[src/hdl/bsal_pkg.sv]
package bsal_pkg;

  // Default list depth and record field widths
  localparam int DEPTH_DEF = 16;
  localparam int KEY_W     = 8;
  localparam int PAY_W     = 32;

  // Operation codes
  typedef enum logic [2:0] {
    OP_INS_FRONT  = 3'd0,
    OP_INS_LAST   = 3'd1,
    OP_INS_AT     = 3'd2,
    OP_INS_SORTED = 3'd3,
    OP_DEL_FIRST  = 3'd4,
    OP_DEL_LAST   = 3'd5,
    OP_DEL_AT     = 3'd6,
    OP_READ_AT    = 3'd7
  } op_e;

  // Result status codes
  typedef enum logic [1:0] {
    ST_DONE   = 2'd0,
    ST_FULL   = 2'd1,
    ST_ABSENT = 2'd2
  } status_e;

  // Per-cell load control for one update
  typedef struct packed {
    logic take_new;
    logic take_left;
    logic take_right;
  } cell_ctl_t;

endpackage

[src/hdl/bsal_cell.sv]
module bsal_cell #(
  parameter int IDX = 0,
  parameter int CW  = 5
) (
  input  logic                       clk,
  input  bsal_pkg::cell_ctl_t        ctl,
  input  logic [CW-1:0]              count,
  input  logic [bsal_pkg::KEY_W-1:0] new_key,
  input  logic [bsal_pkg::PAY_W-1:0] new_pay,
  input  logic [bsal_pkg::KEY_W-1:0] left_key,
  input  logic [bsal_pkg::PAY_W-1:0] left_pay,
  input  logic [bsal_pkg::KEY_W-1:0] right_key,
  input  logic [bsal_pkg::PAY_W-1:0] right_pay,
  output logic [bsal_pkg::KEY_W-1:0] entry_key,
  output logic [bsal_pkg::PAY_W-1:0] entry_pay,
  output logic                       key_le
);

  // Flag an occupied entry whose key does not exceed the new key
  assign key_le = (CW'(IDX) < count) && (entry_key <= new_key);

  // Load the new record, or shift from a neighbor, or hold
  always_ff @(posedge clk) begin
    if (ctl.take_new) begin
      entry_key <= new_key;
      entry_pay <= new_pay;
    end else if (ctl.take_left) begin
      entry_key <= left_key;
      entry_pay <= left_pay;
    end else if (ctl.take_right) begin
      entry_key <= right_key;
      entry_pay <= right_pay;
    end
  end

endmodule

[src/hdl/bsal_scan.sv]
module bsal_scan #(
  parameter int N = 16
) (
  input  logic [N-1:0] flags,
  output logic [N-1:0] suffix
);

  localparam int LV = $clog2(N);

  logic [N-1:0] lvl [LV+1];

  assign lvl[0] = flags;

  // Suffix OR: bit i is set when any flag at index i or above is set
  for (genvar l = 0; l < LV; l++) begin : g_lvl
    for (genvar i = 0; i < N; i++) begin : g_bit
      if (i + (1 << l) < N) begin : g_or
        assign lvl[l+1][i] = lvl[l][i] | lvl[l][i + (1 << l)];
      end else begin : g_pass
        assign lvl[l+1][i] = lvl[l][i];
      end
    end
  end

  assign suffix = lvl[LV];

endmodule

[src/hdl/bounded_sorted_array_list.sv]
// Bounded list of up to DEPTH records (8-bit key, 32-bit payload) kept in a
// row of cells, positions 0 to entry_count-1. Every item is one operation:
// insert at front, at end, at a position (clamped to append) or in stable
// ascending key order; delete first, last or at a position; or read at a
// position. An insert into a full list reports status 1, a delete or read of
// an absent position reports status 2, and both leave the list unchanged.
// For each operation all cells compare and shift together, with
// the sorted insert point found by a log2(DEPTH)-level OR tree, so one item
// is accepted per cycle when in_stall is low; its result comes from an output
// register on the following cycle. in_stall is raised only while a result is
// held by out_stall. read_key and read_payload are zero except for a good read.
module bounded_sorted_array_list #(
  parameter int DEPTH = bsal_pkg::DEPTH_DEF,
  localparam int CW   = $clog2(DEPTH + 1)
) (
  input  logic                       clk,
  input  logic                       rst,
  input  logic                       in_valid,
  output logic                       in_stall,
  input  logic [2:0]                 op,
  input  logic [CW-1:0]              position,
  input  logic [bsal_pkg::KEY_W-1:0] key,
  input  logic [bsal_pkg::PAY_W-1:0] payload,
  output logic                       out_valid,
  input  logic                       out_stall,
  output logic [1:0]                 status,
  output logic [CW-1:0]              entry_count,
  output logic [bsal_pkg::KEY_W-1:0] read_key,
  output logic [bsal_pkg::PAY_W-1:0] read_payload
);

  bsal_pkg::op_e     opc;
  logic              accept;
  logic [CW-1:0]     count;
  logic [CW-1:0]     count_next;
  logic              full;
  logic              is_ins;
  logic              is_sorted;
  logic              is_del;
  logic              is_read;
  logic              ins_ok;
  logic              del_ok;
  logic              read_ok;
  logic [CW-1:0]     ins_pos;
  logic [CW-1:0]     del_pos;
  bsal_pkg::status_e st_next;

  logic [bsal_pkg::KEY_W-1:0] ek [DEPTH];
  logic [bsal_pkg::PAY_W-1:0] ep [DEPTH];
  logic [DEPTH-1:0]           le;
  logic [DEPTH-1:0]           suf;
  logic [bsal_pkg::KEY_W-1:0] rk;
  logic [bsal_pkg::PAY_W-1:0] rp;

  bsal_pkg::status_e st;

  assign opc      = bsal_pkg::op_e'(op);
  assign in_stall = out_valid && out_stall;
  assign accept   = in_valid && !in_stall;
  assign full     = (count == CW'(DEPTH));

  // Decode the operation into class and target position
  always_comb begin
    is_ins    = 1'b0;
    is_sorted = 1'b0;
    is_del    = 1'b0;
    is_read   = 1'b0;
    ins_pos   = '0;
    del_pos   = '0;
    unique case (opc)
      bsal_pkg::OP_INS_FRONT: begin
        is_ins = 1'b1;
      end
      bsal_pkg::OP_INS_LAST: begin
        is_ins  = 1'b1;
        ins_pos = count;
      end
      bsal_pkg::OP_INS_AT: begin
        is_ins  = 1'b1;
        ins_pos = (position > count) ? count : position;
      end
      bsal_pkg::OP_INS_SORTED: begin
        is_ins    = 1'b1;
        is_sorted = 1'b1;
      end
      bsal_pkg::OP_DEL_FIRST: begin
        is_del = 1'b1;
      end
      bsal_pkg::OP_DEL_LAST: begin
        is_del  = 1'b1;
        del_pos = count - CW'(1);
      end
      bsal_pkg::OP_DEL_AT: begin
        is_del  = 1'b1;
        del_pos = position;
      end
      bsal_pkg::OP_READ_AT: begin
        is_read = 1'b1;
      end
    endcase
  end

  // Qualify the operation against the current fill
  always_comb begin
    ins_ok  = accept && is_ins && !full;
    del_ok  = 1'b0;
    read_ok = 1'b0;
    if (is_del) begin
      if (opc == bsal_pkg::OP_DEL_AT) begin
        del_ok = accept && (position < count);
      end else begin
        del_ok = accept && (count != '0);
      end
    end
    if (is_read) begin
      read_ok = position < count;
    end
  end

  // Find the sorted insert point from the last entry not above the new key
  bsal_scan #(
    .N(DEPTH)
  ) u_scan (
    .flags  (le),
    .suffix (suf)
  );

  // Row of record cells
  for (genvar i = 0; i < DEPTH; i++) begin : g_cell
    bsal_pkg::cell_ctl_t        ctl;
    logic                       s_eq;
    logic                       s_gt;
    logic [bsal_pkg::KEY_W-1:0] lk;
    logic [bsal_pkg::PAY_W-1:0] lp;
    logic [bsal_pkg::KEY_W-1:0] rkn;
    logic [bsal_pkg::PAY_W-1:0] rpn;

    if (i == 0) begin : g_first
      assign s_eq = !suf[i];
      assign s_gt = 1'b0;
      assign lk   = ek[i];
      assign lp   = ep[i];
    end else begin : g_mid
      assign s_eq = !suf[i] && suf[i-1];
      assign s_gt = !suf[i-1];
      assign lk   = ek[i-1];
      assign lp   = ep[i-1];
    end

    if (i == DEPTH - 1) begin : g_last
      assign rkn = ek[i];
      assign rpn = ep[i];
    end else begin : g_inner
      assign rkn = ek[i+1];
      assign rpn = ep[i+1];
    end

    // Insert opens a slot at the target, delete closes the slot at the target
    always_comb begin
      ctl.take_new   = ins_ok && (is_sorted ? s_eq : (CW'(i) == ins_pos));
      ctl.take_left  = ins_ok && (i != 0) && (is_sorted ? s_gt : (CW'(i) > ins_pos));
      ctl.take_right = del_ok && (i != DEPTH - 1) && (CW'(i) >= del_pos);
    end

    bsal_cell #(
      .IDX(i),
      .CW (CW)
    ) u_cell (
      .clk       (clk),
      .ctl       (ctl),
      .count     (count),
      .new_key   (key),
      .new_pay   (payload),
      .left_key  (lk),
      .left_pay  (lp),
      .right_key (rkn),
      .right_pay (rpn),
      .entry_key (ek[i]),
      .entry_pay (ep[i]),
      .key_le    (le[i])
    );
  end

  // Select the addressed entry for a read
  always_comb begin
    rk = '0;
    rp = '0;
    for (int i = 0; i < DEPTH; i++) begin
      if (read_ok && (CW'(i) == position)) begin
        rk = rk | ek[i];
        rp = rp | ep[i];
      end
    end
  end

  // Next fill count and status
  always_comb begin
    count_next = count;
    st_next    = bsal_pkg::ST_DONE;
    if (ins_ok) begin
      count_next = count + CW'(1);
    end else if (del_ok) begin
      count_next = count - CW'(1);
    end
    if (is_ins && full) begin
      st_next = bsal_pkg::ST_FULL;
    end else if ((is_del && !del_ok) || (is_read && !read_ok)) begin
      st_next = bsal_pkg::ST_ABSENT;
    end
  end

  // Advance the fill count
  always_ff @(posedge clk) begin
    if (rst) begin
      count <= '0;
    end else begin
      count <= count_next;
    end
  end

  // Hold the result until it is taken
  always_ff @(posedge clk) begin
    if (rst) begin
      out_valid <= 1'b0;
    end else if (accept) begin
      out_valid <= 1'b1;
    end else if (!out_stall) begin
      out_valid <= 1'b0;
    end
  end

  always_ff @(posedge clk) begin
    if (accept) begin
      st           <= st_next;
      entry_count  <= count_next;
      read_key     <= rk;
      read_payload <= rp;
    end
  end

  assign status = st;

endmodule
[config.mk]
export PLATFORM = sky130hd
export DESIGN_NAME = bounded_sorted_array_list
export DESIGN_NICKNAME = d
export VERILOG_FILES = /design/src/hdl/bsal_pkg.sv /design/src/hdl/bsal_cell.sv /design/src/hdl/bsal_scan.sv /design/src/hdl/bounded_sorted_array_list.sv
export SDC_FILE = /design/constraint.sdc
export NUM_CORES = 2
export LEC_CHECK = 0
export BUFFER_PORTS_ARGS = -buffer_cell sky130_fd_sc_hd__buf_4
export CAP_MARGIN = 25
export CELL_PAD_IN_SITES_DETAIL_PLACEMENT = 0
export CELL_PAD_IN_SITES_GLOBAL_PLACEMENT = 1
export CORE_MARGIN = 2
export CORE_UTILIZATION = 45
export DETAILED_ROUTE_END_ITERATION = 10
export PLACE_DENSITY = 0.69
export SYNTH_ARGS = -nofsm -noshare
export SYNTH_HDL_FRONTEND = slang
export SYNTH_SLANG_ARGS = --single-unit
[constraint.sdc]
create_clock -name clk -period 8.5 [get_ports clk]
set_input_delay 1.275 -clock clk [delete_from_list [all_inputs] [get_ports clk]]
set_output_delay 1.275 -clock clk [all_outputs]
set_load 0.01 [all_outputs]
==> reports/qor.csv <==
stage,metric,value,unit
floorplanning,I/O pin count,101,
floorplanning,row cnt,114,
timing,RSZ-0062 raised after global routing,no,
worst_hold_path,Hold Path Depth,2,
synthesis,Netlist Area Pre-Place,0.0437,sq mm
floorplanning,Die W,316,um
worst_setup_path,crit path DAT,6570,ps
place,dpl ws,1900,ps
synthesis,top-count cell post-synth,edfxtp_1,
synthesis,sequential cell area fraction in the yosys report,0.475,
synthesis,Synth area leaders,"edfxtp_1 (47%), mux2i_1 (11%), nand2_1 (4.0%)",
worst_setup_path,"setup slack, reg-to-reg",2610,ps
worst_setup_path,crit path kind,in2reg,
synthesis,synth warn,0,
timing,maximum clock rate,0.165,GHz
clock_network,clock buffer depth,3,
synthesis,largest area contributor in the netlist,edfxtp_1,
drt,drt pass-1 iters,6,
worst_setup_path,CP max stage delay,840,ps
clock_network,CTS tree,done,
worst_setup_path,Levels on crit path,13,
clock_network,Clock transition at path regs,60,ps
grt,grt ovf,0,
floorplanning,DIE HEIGHT,316,um
worst_setup_path,CP Capture Point,g_cell[7].u_cell.entry_pay[4],
clock_network,Root Driver,clkbuf_16,
floorplanning,die area,0.0997,sq mm
grt,global-route wire length before repair,271000,um
timing,clk_skew,42.8,ps
cells_and_area,Area growth syn-to-layout,11.8,%
clock_network,H-tree levels,3,
power_and_ir_drop,Peak VDD IR,0.134,mV
worst_setup_path,worst path bufs/invs,4,
drt,initial drt markers,5868,
worst_setup_path,most frequent CP cell,buf_4,
synthesis,Synth Register Bits,693,
cells_and_area,Finished Core Util,0.507,
cells_and_area,# nets final,4201,
worst_setup_path,crit-path max FO,32,
timing,Final min period,6080,ps
worst_setup_path,"Slowest-stage cell, CP",o21ai_4,
run,max cap viols,0,
worst_setup_path,Worst setup SP type,primary input,
power_and_ir_drop,Pwr Total,10.3,mW
status,status,completed,
synthesis,Post-synth EDFFs,687,
worst_setup_path,Crit. End Element,register,
worst_setup_path,Worst setup startpoint,key[5],
drt,Vias per Instance,7.27,
power_and_ir_drop,leakage power,17.9,nW
floorplanning,Core Box Area,0.0964,sq mm
grt,largest net degree at the start of global routing,83,
clock_network,cts bufs inserted,85,
clock_network,clk sinks,693,
place,Placed Cells,5195,
place,final RePlAce weighted congestion,0.923,
timing,final setup violation count,0,
place,Buffers on Ports,100,
synthesis,Synth top area share,0.472,
worst_setup_path,cells on worst reg2reg path,13,
synthesis,"Top FF cell, synth",edfxtp_1,
floorplanning,Initial Utilization,0.453,
power_and_ir_drop,Cell Pwr Density,211,mW/mm^2
drt,DR WL/cell,35.7,um
worst_setup_path,worst endpoint required time,8990,ps
clock_network,Clock Latency Late Sink,690,ps
clock_network,cts repair resizes,0,
timing,final hold viol count,0,
cells_and_area,filler cell count,8774,
drt,Routed WL,191000,um
cells_and_area,layout cells sized above 1,0.124,
timing,max-slew violation count,0,
drt,vias post-DR,38900,
grt,Overall Global Routing Usage,0.376,
timing,ratio of final minimum period to clock period,0.715,
synthesis,syn_area_per_cell,10.7,sq um
synthesis,syn nets,4292,
timing,Worst slew margin,0.192,
worst_setup_path,Crit Reg-Reg Endpoint,g_cell[14].u_cell.entry_pay[4],
cells_and_area,Post-Layout Cell Count,5358,
clock_network,Post-CTS Setup Inserts,0,
worst_hold_path,Hold WC Path Type,reg2reg,
timing,Final TNS setup,0,ps
synthesis,asr flop ratio synth,0,
clock_network,hold_buf cts,0,
synthesis,Synth top cells by count,"edfxtp_1 (687), mux2i_1 (480), nand2_1 (465)",
grt,vias in the first global route,36600,
synthesis,Post-Synthesis Cells,4104,
worst_setup_path,worst reg2reg startpoint,count[1],
grt,initial antenna violation count,1,
synthesis,post-synth cell types,86,
worst_setup_path,cell chain of the critical path,buf_4 -> clkinv_1 -> buf_4 -> ha_1 -> nand4_1 -> a21oi_1 -> a2111oi_0 -> o22ai_1 -> and2_2 -> and4_1 -> o21ai_4 -> buf_12 -> mux2i_1,
drt,drc violations,0,
timing,Final WS setup,2420,ps
worst_setup_path,"delay-heaviest family, CP",compound AO/OA/AOI/OAI gates,
timing,slew at the pin with the worst max-slew slack,1210,ps
drt,post-route ant nets,0,
place,post-detail-place hpwl,116000,um
[layout by cell type, fill, tap and decap left out, drive strengths merged, types with 11 or more instances in the layout]
master / n
edfxtp: 687
mux2i: 480
nand2: 466
o21ai: 354
buf: 215
a221oi: 164
a22o: 160
a21oi: 152
ha: 136
a31oi: 128
clkbuf: 112
nand4: 107
o221ai: 81
mux2: 79
inv: 76
clkinv: 71
nor2: 68
nor3: 64
nor2b: 60
o22ai: 51
o21a: 45
a221o: 44
nand3b: 42
nor4: 42
a22oi: 41
nand3: 18
o211ai: 11
[how the worst min path moves through the flow]
stage	end	from
2_1_floorplan	g_cell[10].u_cell.entry_pay[21]	g_cell[9].u_cell.entry_pay[21]
3_3_place_gp	g_cell[10].u_cell.entry_pay[9]	g_cell[9].u_cell.entry_pay[9]
3_5_place_dp	g_cell[10].u_cell.entry_pay[23]	g_cell[9].u_cell.entry_pay[23]
4_1_cts	g_cell[10].u_cell.entry_pay[23]	g_cell[9].u_cell.entry_pay[23]
5_1_grt	g_cell[10].u_cell.entry_pay[20]	g_cell[9].u_cell.entry_pay[20]
6_report	g_cell[10].u_cell.entry_pay[23]	g_cell[9].u_cell.entry_pay[23]
[kinds of logic after synthesis]
group                      share of synthesized area
buffers and inverters                         0.0487
xor gates and xnor gates                     0.00120
and+or+nand+nor                                0.101
muxes                                          0.130
adders and majority gates                     0.0389
DFF                                            0.475
AOI/OAI and AO/OA                              0.205
[where the power goes]
part | internal (mW) | total (mW) | switching, mW | leakage, nW
Sequential | 4.29 | 4.68 | 0.393 | 6.52
Clock | 2.08 | 3.65 | 1.57 | 1.30
Combinational | 0.655 | 1.97 | 1.32 | 10.1
Total | 7.02 | 10.3 | 3.28 | 17.9
[per-stage QoR]
stage	hold slack [ps]	cell area, sq um
global route	620	48900
CTS	591	48700
global placement	569	45800
detailed placement	576	46000
finish	596	48900
floorplan	545	43700
[per-layer routing]
metal  global-route usage  part of all wire
met1                0.519              0.40
met2                0.545              0.42
met3                0.116              0.14
met4                0.159             0.047
met5                    0          0.000068
[state kept, by name, summed over array words and instances (netlist names)]
| signal | count |
|---|---|
| out_valid | 1 |
| read_payload | 32 |
| entry_count | 5 |
| status | 2 |
| read_key | 8 |
| g_cell.u_cell.entry_key | 128 |
| g_cell.u_cell.entry_pay | 512 |
| count | 5 |
[cell type report]
type	instances	area [sq um]	area share
inverter	115	432	0.00884
antenna	2	5.00	0.000102
clock inverter	42	388	0.00794
timing repair buffer	215	1930	0.0395
clock buffer	112	2300	0.0471
multi-input combinational	2903	21500	0.439
sequential	693	20700	0.425
tap	1276	1600	0.0327
[worst min-delay path, cell delays in order, from the launching register on]
cell	delay [ps]
edfxtp_1	370
nand2_1	60
o221ai_1	60
(Power assumes the default switching activity.)
